File: config.mk
export PLATFORM = sky130hd
export DESIGN_NAME = tecf_ctrl
export DESIGN_NICKNAME = d
export VERILOG_FILES = /design/src/rtl/tecf_pkg.sv /design/src/rtl/tecf_ctrl.sv
export SDC_FILE = /design/constraint.sdc
export NUM_CORES = 1
export LEC_CHECK = 0
export ABC_CLOCK_PERIOD_IN_PS = 2600
export BUFFER_PORTS_ARGS = -buffer_cell sky130_fd_sc_hd__buf_2
export CORE_UTILIZATION = 40
export DETAILED_ROUTE_END_ITERATION = 10
export PLACE_DENSITY_LB_ADDON = 0.05
export SETUP_SLACK_MARGIN = 0.4
export SKIP_LAST_GASP = 1
export SLEW_MARGIN = 0
export SYNTH_ARGS = -nofsm -noshare
export SYNTH_HDL_FRONTEND = slang
export SYNTH_SLANG_ARGS = --single-unit
File: constraint.sdc
create_clock -name clk -period 2.6 [get_ports clk]
set_clock_uncertainty 0.15 [all_clocks]
set_input_delay 0.52 -clock clk [delete_from_list [all_inputs] [get_ports clk]]
set_output_delay 0.52 -clock clk [all_outputs]
set_load 0.05 [all_outputs]
File: src/rtl/tecf_pkg.sv
// Shared types and constants of the threshold edge crossing finder.
// No dependencies; used by the controller, datapath, top level and checker.
package tecf_pkg;

	localparam int PIX_W     = 8;
	localparam int CFG_W     = 11;
	localparam int CFG_IDX_W = 2;
	localparam int ROW_W     = 10;
	localparam int TOTAL_W   = 22;
	localparam int ROW_LIMIT = 1024;

	localparam logic [CFG_W-1:0]   WIDTH_RESET     = 11'd1024;
	localparam logic [CFG_W-1:0]   HEIGHT_RESET    = 11'd1024;
	localparam logic [PIX_W-1:0]   THRESHOLD_RESET = 8'd127;
	localparam logic [TOTAL_W-1:0] TOTAL_MAX       = {TOTAL_W{1'b1}};

	typedef enum logic [CFG_IDX_W-1:0] {
		CFG_IMAGE_WIDTH  = 2'd0,
		CFG_IMAGE_HEIGHT = 2'd1,
		CFG_THRESHOLD    = 2'd2
	} cfg_index_t;

	// which pixel a result describes, relative to the current input
	typedef enum logic [1:0] {
		KIND_UP    = 2'd0,  // pixel above, one row late
		KIND_LEFT  = 2'd1,  // left neighbor in the last row
		KIND_FINAL = 2'd2   // current pixel, end of frame
	} result_kind_t;

	typedef struct packed {
		logic         accept;
		logic         rd_next;
		logic         cap_up;
		logic         start;
		logic         step;
		logic         load;
		result_kind_t kind;
		logic         run_last;
		logic         commit;
	} dp_cmd_t;

	typedef struct packed {
		logic has_up;
		logic has_left;
		logic has_final;
		logic slot_free;
	} dp_status_t;

endpackage

File: src/rtl/tecf_ctrl.sv
// Controller: sequences memory reads, divider steps and result loads for one pixel.
// Depends on tecf_pkg.
module tecf_ctrl import tecf_pkg::*; #(
	parameter int FRAC_BITS = 8
) (
	input  logic       clk,
	input  logic       arst_n,
	input  logic       in_valid,
	output logic       in_ready,
	input  dp_status_t status,
	output dp_cmd_t    cmd
);

	localparam int STEP_W = $clog2(FRAC_BITS + 1);

	typedef enum logic [4:0] {
		S_IDLE = 5'b00001,
		S_RD1  = 5'b00010,
		S_RD2  = 5'b00100,
		S_DIV  = 5'b01000,
		S_EMIT = 5'b10000
	} state_t;

	state_t            state_q, state_d;
	logic [STEP_W-1:0] cnt_q, cnt_d;
	logic [2:0]        pend_q, pend_d;  // {final, left, up} still to send
	logic [2:0]        lowest;

	assign lowest = pend_q & (~pend_q + 3'd1);

	always_comb begin
		state_d  = state_q;
		cnt_d    = cnt_q;
		pend_d   = pend_q;
		cmd      = '0;
		in_ready = 1'b0;
		case (state_q)
			S_IDLE: begin
				in_ready = 1'b1;
				if (in_valid) begin
					cmd.accept = 1'b1;
					state_d    = S_RD1;
				end
			end
			S_RD1: begin
				cmd.cap_up  = 1'b1;
				cmd.rd_next = 1'b1;
				state_d     = S_RD2;
			end
			S_RD2: begin
				cmd.start = 1'b1;
				cnt_d     = '0;
				state_d   = S_DIV;
			end
			S_DIV: begin
				cmd.step = 1'b1;
				cnt_d    = cnt_q + STEP_W'(1);
				if (cnt_q == STEP_W'(FRAC_BITS)) begin
					pend_d  = {status.has_final, status.has_left, status.has_up};
					state_d = S_EMIT;
				end
			end
			S_EMIT: begin
				if (pend_q == '0) begin
					cmd.commit = 1'b1;
					state_d    = S_IDLE;
				end else if (status.slot_free) begin
					cmd.load = 1'b1;
					if (pend_q[0])
						cmd.kind = KIND_UP;
					else if (pend_q[1])
						cmd.kind = KIND_LEFT;
					else
						cmd.kind = KIND_FINAL;
					pend_d       = pend_q & ~lowest;
					cmd.run_last = (pend_d == '0);
					if (pend_d == '0) begin
						cmd.commit = 1'b1;
						state_d    = S_IDLE;
					end
				end
			end
			default: state_d = S_IDLE;
		endcase
	end

	always_ff @(posedge clk or negedge arst_n) begin
		if (!arst_n) begin
			state_q <= S_IDLE;
			cnt_q   <= '0;
			pend_q  <= '0;
		end else begin
			state_q <= state_d;
			cnt_q   <= cnt_d;
			pend_q  <= pend_d;
		end
	end

endmodule

==> summary.md, run 1 <==
| Metric | Value |
|---|---|
| Syn_nets | 98 |
| # DRC | 0 |
| CP arrival | 1670 ps |
| Drt pass-1 iters | 4 |
| Share of async-settable or async-resettable flops after synthesis | 100% |
| Critical path type | reg2out |
| Slew Viols, Final | 0 |
| Max H-tree Level | 1 |
| GP Congestion | 0.774 |
| Max-cap violations | 0 |
| Final net count | 125 |
| Fmax | 427 MHz |
| LEAKAGE | 0.543 nW |
| Drt initial violations | 18 |
| Fraction of layout cells with a size suffix above 1 | 42.6% |
| Tmin final | 2340 ps |
| Clk root buf | clkbuf_4 |
| Dominant cell type by area after synthesis | dfrtp_1 |
| Fin. Hold Viols | 0 |
| Cell Pwr Density | 816 nW/um^2 |
| Final setup fails | 0 |
| Post-synth EDFFs | 0 |
| Slew margin rel. | 68.1% |
| Site Rows | 15 |
| Reg2Reg Launch Point | state_q[0]$_DFFE_PN1P_ |
| P_sw | 0.359 mW |
| Worst hold path class | in2reg |
| Sw Ratio | 41.2% |
| Hold endpoint | state_q[1]$_DFFE_PN0P_ |
| Slew @ Worst Pin | 473 ps |
| Clock sinks | 12 |
| Share of the synthesized area in the top cell type | 35.1% |
| Largest cells by area after synthesis | dfrtp_1, o21ai_0, nor2_1 |
| VDD IR-drop max | 0.000588 V |
| Number of standard cells after synthesis | 89 |
| Post-route cell area | 1070 sq um |
| Ys Warns | 0 |
| Clock share of power | 13.7% |
| Core Box Area | 1780 sq um |
| Hpwl dp | 1210 um |
| Register clock-pin slew on the reported worst setup and hold paths | 80 ps |
| Syn-to-layout area delta | 36.0% |
| Vias after detailed routing | 725 |
| # diodes | 0 |
| Startpoint types | register |
| Worst hold path stage count | 2 |
| Sequential Power Share | 31.0% |
| Final wirelength | 1730 um |
| Combinational cell fraction of total power | 55.3% |
| Reg2reg path depth | 5 |
| Final critical-path share of the clock period | 90.1% |
| Mapped cell area | 785 sq um |
| CP required | 1930 ps |
| Antenna viol nets, final | 0 |
| DR WL/cell | 12.4 um |
| CP max FO | 2 |
| Port bufs | 17 |
| Register bit total from synthesis | 12 |
| Vias in the first global route | 654 |
| Number of fill cells | 167 |
| Setup TNS | 0 ps |
| RSZ-0062 raised after global routing | yes |
| Grt total ovfl | 0 |
| TritonCTS buffer count | 3 |
| Syn_area_per_cell | 8.81 sq um |
| Initial antenna violation count | 0 |
| Die width | 46.3 um |
| Num ports | 18 |
| Status | complete, no violations |
| Power Internal | 0.512 mW |
| Clk Latency, worst-skew pair | 270 ps |
| DR vias/cell | 5.18 |
| Top_reg_cell synth | dfrtp_1 |
| R2R Setup Slk | 540 ps |
| Total die area | 2140 sq um |
| First-pass GRT wire length | 2770 um |
| Sequential share of the synthesized area | 38.4% |
| Starting density of the core | 44.0% |
| DP Area | 893 sq um |
| Setup crit end kind | primary output |
| Die Y-Extent | 46.3 um |
| Reg-to-reg endpoint | state_q[4]$_DFFE_PN0P_ |
| Synth unique cells | 38 |
| Total track usage | 18.9% |
| CTS tree | done |
| Max clock buf depth | 2 |
| Largest net degree at the start of global routing | 13 |
| Hold Startpoint | in_valid |
-- state kept, by name, indices dropped and copies added (netlist names) --
| register | flops |
|---|---|
| pend_q | 3 |
| cnt_q | 4 |
| state_q | 5 |
-- repair_timing --
action / 4_1_cts / 5_1_grt
pin swaps: 1 / 1
buffers inserted: 6 / 3
hold buffers: 1 / 0
hold endpoints to repair: 11 / 0
gates cloned: 0 / 0
gates resized for setup: 19 / 6
endpoints found under the setup margin: 11 / 11
-- power by group through the flow --
| stage | clock (mW) | sequential [mW] | combinational [mW] |
|---|---|---|---|
| 2_1_floorplan | 0 | 0.263 | 0.289 |
| 3_3_place_gp | 0 | 0.273 | 0.341 |
| 3_5_place_dp | 0 | 0.274 | 0.344 |
| 4_1_cts | 0.121 | 0.267 | 0.457 |
| 5_1_grt | 0.133 | 0.279 | 0.523 |
| 6_report | 0.119 | 0.270 | 0.482 |
-- critical path, stage by stage, from the launching register on --
cell	delay, ps
dfstp_2	540
or4b_4	480
nor2_4	100
and2_4	150
buf_8	140
-- logic make-up after synthesis --
logic type | share of synthesized area [%]
AND/OR/NAND/NOR | 27.0
flip-flops | 38.4
XOR/XNOR | 3.35
AO/OA/AOI/OAI | 17.9
adder cells (fa/ha/maj) | 4.47
multiplexers | 2.55
buffers and inverters | 6.38
-- cells in the mapped netlist (2+ instances only) --
master / number
and2_1: 3
and2_2: 2
buf_4: 2
clkbuf_1: 3
dfrtp_1: 11
ha_1: 2
inv_1: 5
mux2i_1: 2
nand2_1: 7
nand3_1: 4
nor2_1: 8
nor2b_1: 2
nor3_1: 3
o21ai_0: 7
o21bai_1: 2
o2bb2ai_1: 2
xor2_1: 3
-- through the flow --
stage	std cells	setup slack, ps	util [%]	total power, mW	hold slack [ps]
after detailed placement	126	374	50.1	0.618	265
after floorplan	89	252	-	0.551	74.4
after global routing	140	188	59.9	0.935	336
after CTS	137	256	57.4	0.845	339
final	140	258	59.9	0.871	336
after global placement	126	395	50.1	0.614	265
-- cell usage in the layout, fill, tap and decap left out, types with 2 or more instances in the layout --
| master | count |
|---|---|
| and2_2 | 2 |
| nor2b_1 | 2 |
| o2bb2ai_1 | 2 |
| ha_1 | 2 |
| nor2_1 | 5 |
| o21bai_1 | 2 |
| o21ai_0 | 7 |
| buf_4 | 16 |
| xor2_1 | 3 |
| nor2_2 | 2 |
| inv_1 | 5 |
| dfrtp_1 | 6 |
| clkbuf_4 | 3 |
| dfrtp_2 | 5 |
| mux2i_1 | 2 |
| nand3_1 | 4 |
| buf_2 | 8 |
| buf_8 | 2 |
| nand2_1 | 7 |
| and2_1 | 2 |
-- layer usage --
layer	track usage [%]	share of wire, %	up-vias	wire length (um)
met4	10.6	2.1	0	37
met2	29.6	48	14	827
met3	2.35	2.9	5	50
met1	24.9	47	343	819
met5	0	0	-	0
li1	-	-	363	-
-- cell type report --
cell class | count | area [sq um] | area share, %
Clock buffer | 4 | 26.3 | 2.46
Inverter | 5 | 18.8 | 1.76
Multi-Input combinational cell | 66 | 472 | 44.2
Sequential cell | 12 | 308 | 28.8
Tap cell | 25 | 31.3 | 2.93
Timing Repair Buffer | 28 | 211 | 19.8
-- worst max path at each step --
stage                                 startpoint  slack (ps)      to
final                     state_q[0]$_DFFE_PN1P_         260  cmd[9]
after CTS                 state_q[0]$_DFFE_PN1P_         260  cmd[9]
after global placement                 status[0]         390  cmd[0]
after global routing      state_q[3]$_DFFE_PN0P_         190  cmd[9]
after detailed placement               status[0]         370  cmd[0]
after floorplan           state_q[0]$_DFFE_PN1P_         250  cmd[9]
Power figures use the tool's default switching activity.
==> run 2: changes to the inputs <==
--- a/config.mk
+++ b/config.mk
@@ -7,7 +7,7 @@
 export LEC_CHECK = 0
 export ABC_CLOCK_PERIOD_IN_PS = 2600
 export BUFFER_PORTS_ARGS = -buffer_cell sky130_fd_sc_hd__buf_2
-export CORE_UTILIZATION = 40
+export CORE_UTILIZATION = 35
 export DETAILED_ROUTE_END_ITERATION = 10
 export PLACE_DENSITY_LB_ADDON = 0.05
 export SETUP_SLACK_MARGIN = 0.4
@@ -16,3 +16,4 @@
 export SYNTH_ARGS = -nofsm -noshare
 export SYNTH_HDL_FRONTEND = slang
 export SYNTH_SLANG_ARGS = --single-unit
+export TNS_END_PERCENT = 1
==> summary.md, run 2 (same netlist as run 1, synthesis figures left out) <==
| Metric | Value |
|---|---|
| Status | complete, no violations |
| CP arrival | 1690 ps (+20 ps) |
| # diodes | 0 (unchanged) |
| Most common cell after layout, fill and taps aside | buf_2 |
| DR WL/cell | 12.1 um (-2.2%) |
| Max clock buf depth | 2 (unchanged) |
| Core Util, Final | 48.7% (-11 points) |
| CTS tree | done |
| Core Box Area | 2040 sq um (+15%) |
| Slew Viols, Final | 0 (unchanged) |
| DP Worst Slack | 365 ps (-8.15 ps) |
| Clk root buf | clkbuf_4 |
| CP max FO | 3 (+1) |
| Biggest regs | state_q x5, cnt_q x4, pend_q x3 |
| Clock sinks | 12 (unchanged) |
| Critical path type | reg2out |
| Grt total ovfl | 0 (unchanged) |
| LEAKAGE | 0.513 nW (-5.5%) |
| Vias in the first global route | 664 (+1.5%) |
| RSZ-0062 raised after global routing | yes |
| First-pass GRT wire length | 2800 um (+1.0%) |
| Clk Latency, worst-skew pair | 280 ps (about the same) |
| Slew margin rel. | 67.7% (-0.43 points) |
| VDD IR-drop max | 0.000606 V (+2.9%) |
| Port bufs | 17 (unchanged) |
| Design Power | 0.838 mW (-3.7%) |
| Max reg flops | 5 (unchanged) |
| Total die area | 2430 sq um (+14%) |
| Hpwl dp | 1140 um (-5.6%) |
| PnR worst setup slack | 236 ps (-21.8 ps) |
| Initial antenna violation count | 0 (unchanged) |
| Largest net degree at the start of global routing | 13 (unchanged) |
| Cell Pwr Density | 844 nW/um^2 (+3.4%) |
| Final critical-path share of the clock period | 90.9% (+0.84 points) |
| Commonest non-fill, non-tap cells in the layout | buf_2, dfrtp_1, o21ai_0, buf_4, nand2_1 |
| CP required | 1930 ps (about the same) |
| Die width | 49.3 um (+6.6%) |
| GP Congestion | 0.806 (+4.2%) |
| Register clock-pin slew on the reported worst setup and hold paths | 80 ps (about the same) |
| Setup crit end kind | primary output |
| Worst hold path class | in2reg |
| Slew @ Worst Pin | 480 ps (+6.32 ps) |
| Drt pass-1 iters | 4 (unchanged) |
| Final wirelength | 1640 um (-5.7%) |
| Total track usage | 15.1% (-3.8 points) |
| Fraction of layout cells with a size suffix above 1 | 36.1% (-6.5 points) |
| Vias after detailed routing | 693 (-4.4%) |
| Setup TNS | 0 ps (unchanged) |
| # DRC | 0 (unchanged) |
| Syn-to-layout area delta | 26.6% |
| Num ports | 18 (unchanged) |
| Worst hold slack | 344 ps (+7.16 ps) |
| Top reg by flops | state_q |
| Die Y-Extent | 49.3 um (+6.6%) |
| Final setup fails | 0 (unchanged) |
| DR vias/cell | 5.13 (-0.87%) |
| Drt initial violations | 8 (-10) |
| Starting density of the core | 38.4% (-5.6 points) |
| Fmax | 423 MHz (-0.92%) |
| Final net count | 118 (-5.6%) |
| Max-cap violations | 0 (unchanged) |
| TritonCTS buffer count | 3 (unchanged) |
| Antenna viol nets, final | 0 (unchanged) |
| Max H-tree Level | 1 (unchanged) |
| Startpoint types | register |
| Fin. Hold Viols | 0 (unchanged) |
| Site Rows | 16 (+1) |
| Tmin final | 2360 ps (+21.8 ps) |
[run 2: cell types whose count changed in the layout (fill, tap and decap cells not counted), sizes merged]
cell and delta:
clkbuf +1, buf -8
[run 2: what timing repair did]
| item | in CTS | in global routing |
|---|---|---|
| pin swaps | 1 | 1 |
| cloned | 0 | 0 |
| setup buffers | 2 | 1 |
| hold buffers | 1 | 0 |
| gates resized for setup | 10 | 5 |
| endpoints found under the hold margin | 11 | 0 |
| endpoints found under the setup margin | 11 | 11 |
[run 2: path summary, 6_finish.rpt]
kind                                         from                      to  slack, ps  cells after the start
min in group asynchronous                  arst_n  state_q[4]$_DFFE_PN0P_        500                      2
max reg2reg                state_q[0]$_DFFE_PN1P_  state_q[4]$_DFFE_PN0P_        550                      5
min reg2reg                  cnt_q[2]$_DFFE_PN0P_    cnt_q[2]$_DFFE_PN0P_        380                      1
max                        state_q[0]$_DFFE_PN1P_                  cmd[9]        240                      4
min                                      in_valid  state_q[1]$_DFFE_PN0P_        340                      2
max in group asynchronous                  arst_n  state_q[0]$_DFFE_PN1P_       1520                      2
[run 2: metal layers]
layer  global-route usage, %  up-vias  routed length [um]
met5                       0        -                   0
met4                    4.90        0                  14
met3                    6.23        2                  86
met2                    24.0       15                 752
met1                    18.4      333                 781
li1                        -      343                   -
[run 2: stage by stage]
step	instances	instance area, sq um
6_report	135	993
5_1_grt	135	993
4_1_cts	134	975
3_5_place_dp	127	886
3_3_place_gp	127	886
2_1_floorplan	89	798
[run 2: worst max-delay path, cell delays in order, from the launching register on]
cell     delay, ps
dfstp_2        540
or4b_4         480
nor2_4         110
and2_4         150
buf_8          130
[run 2: area by class of cell]
type                       instances  area [sq um]
sequential                        12           304
clock buffer                       4          36.3
inverter                           5          18.8
timing repair buffer              21           140
fill                             201          1050
tap                               27          33.8
multi-input combinational         66           460
[run 2: power by group]
part	internal, mW	switching (mW)
registers	0.228	0.0435
clock network	0.0852	0.0653
logic	0.174	0.242
==> run 3: changes to the inputs <==
--- a/config.mk
+++ b/config.mk
@@ -10,6 +10,7 @@
 export CORE_UTILIZATION = 35
 export DETAILED_ROUTE_END_ITERATION = 10
 export PLACE_DENSITY_LB_ADDON = 0.05
+export RECOVER_POWER = 25
 export SETUP_SLACK_MARGIN = 0.4
 export SKIP_LAST_GASP = 1
 export SLEW_MARGIN = 0
==> summary.md, run 3 (same netlist as run 1, synthesis figures left out) <==
| Metric | Value |
|---|---|
| Max stage delay cell, worst path | dfstp_2 |
| Port bufs | 17 (unchanged) |
| # diodes | 0 (unchanged) |
| RSZ-0062 raised after global routing | yes |
| GP Congestion | 0.806 (unchanged) |
| Fraction of layout cells with a size suffix above 1 | 35.2% (-0.93 points) |
| Setup crit end kind | primary output |
| Cell Pwr Density | 844 nW/um^2 (about the same) |
| CTS tree | done |
| DR vias/cell | 5.13 (unchanged) |
| # DRC | 0 (unchanged) |
| Hpwl dp | 1140 um (unchanged) |
| CP peak stage delay | 540 ps (about the same) |
| Setup TNS | 0 ps (unchanged) |
| Max clock buf depth | 2 (unchanged) |
| Clk root buf | clkbuf_4 |
| Die width | 49.3 um (unchanged) |
| Status | complete, no violations |
| Final wirelength | 1630 um (-0.12%) |
| Grt total ovfl | 0 (unchanged) |
| Site Rows | 16 (unchanged) |
| Initial antenna violation count | 0 (unchanged) |
| Post-route cell area | 992 sq um (-0.13%) |
| First-pass GRT wire length | 2800 um (unchanged) |
| PnR worst setup slack | 236 ps (unchanged) |
| Most common cell after layout, fill and taps aside | buf_2 |
| VDD IR-drop max | 0.000606 V (about the same) |
| Slew Viols, Final | 0 (unchanged) |
| Fmax | 423 MHz (unchanged) |
| Syn-to-layout area delta | 26.5% |
| Max H-tree Level | 1 (unchanged) |
| Final critical-path share of the clock period | 90.9% (unchanged) |
| Die Y-Extent | 49.3 um (unchanged) |
| Drt pass-1 iters | 4 (unchanged) |
| Core Box Area | 2040 sq um (unchanged) |
| Num ports | 18 (unchanged) |
| CP max FO | 3 (unchanged) |
| Drt initial violations | 8 (unchanged) |
| DP Area | 886 sq um (unchanged) |
| Vias in the first global route | 664 (unchanged) |
| Clk Latency, worst-skew pair | 280 ps (about the same) |
| Tmin final | 2360 ps (unchanged) |
| CP arrival | 1690 ps (about the same) |
| Clock sinks | 12 (unchanged) |
| Core Util, Final | 48.6% (-0.061 points) |
| LEAKAGE | 0.510 nW (-0.54%) |
| DP Worst Slack | 365 ps (unchanged) |
| Max-cap violations | 0 (unchanged) |
| FF/Latch Area | 304 sq um (unchanged) |
| Largest net degree at the start of global routing | 13 (unchanged) |
| CP Cell Sequence | or4b_4 > nor2_4 > and2_4 > buf_8 |
| CP required | 1930 ps (about the same) |
| DR WL/cell | 12.1 um (-0.12%) |
| Worst hold path class | in2reg |
| Fin. Hold Viols | 0 (unchanged) |
| Slew @ Worst Pin | 665 ps (+186 ps) |
| Multi-input gate area | 460 sq um (unchanged) |
| Biggest regs | state_q x5, cnt_q x4, pend_q x3 |
| Critical path type | reg2out |
| Vias after detailed routing | 693 (unchanged) |
| Starting density of the core | 38.4% (unchanged) |
| Top reg by flops | state_q |
| Worst hold slack | 344 ps (unchanged) |
| Total die area | 2430 sq um (unchanged) |
| Register clock-pin slew on the reported worst setup and hold paths | 80 ps (about the same) |
| Final setup fails | 0 (unchanged) |
| Slew margin rel. | 55.6% (-12 points) |
| Number of fill cells | 202 (+0.50%) |
| Antenna viol nets, final | 0 (unchanged) |
| TritonCTS buffer count | 3 (unchanged) |
| Total track usage | 15.1% (unchanged) |
| Commonest non-fill, non-tap cells in the layout | buf_2, dfrtp_1, o21ai_0, buf_4, nand2_1 |
| Startpoint types | register |
| Max reg flops | 5 (unchanged) |
| Final net count | 118 (unchanged) |
[run 3: routing by layer]
layer  global-route usage (%)  share of wire [%]
met2                     24.0                 46
met4                     4.90               0.86
met3                     6.23                5.3
met5                        0                  0
met1                     18.4                 48
[run 3: worst paths after layout]
path	start	endpoint	slack, ps	depth (start not counted)
hold reg to reg	cnt_q[2]$_DFFE_PN0P_	cnt_q[2]$_DFFE_PN0P_	380	1
max in group asynchronous	arst_n	state_q[1]$_DFFE_PN0P_	1200	2
setup / recovery	state_q[0]$_DFFE_PN1P_	cmd[9]	240	4
min in group asynchronous	arst_n	state_q[4]$_DFFE_PN0P_	640	2
setup reg to reg	state_q[0]$_DFFE_PN1P_	state_q[4]$_DFFE_PN0P_	550	5
hold / removal	in_valid	state_q[1]$_DFFE_PN0P_	340	2
[run 3: per-stage QoR]
step                      power (mW)  std cells
final                          0.838        135
after global routing           0.894        135
after CTS                      0.826        134
after detailed placement       0.612        127
after global placement         0.614        127
after floorplan                0.551         89
[run 3: final cells by class]
class	count	share of cell area [%]
clock buffer	4	3.66
sequential	12	30.6
tap	27	3.40
multi-input combinational	66	46.4
inverter	5	1.89
timing repair buffer	21	14.0
[run 3: timing repair]
action / CTS / global route
pin swaps: 1 / 1
endpoints found under the hold margin: 11 / 0
hold buffers: 1 / 0
buffers inserted: 2 / 1
gates resized for setup: 10 / 5
setup endpoints to repair: 11 / 11
[run 3: worst max-delay path, delay by kind of cell (launching register included)]
kind	cells	cell delay [ps]
flip-flops	1	540
buffers and inverters	1	130
AND/OR/NAND/NOR	3	740
[run 3: report_power, final]
| part | leakage (nW) | switching, mW | internal [mW] |
|---|---|---|---|
| clock | 0.0210 | 0.0653 | 0.0852 |
| combinational | 0.340 | 0.242 | 0.174 |
| sequential | 0.149 | 0.0435 | 0.228 |
| total | 0.510 | 0.351 | 0.487 |
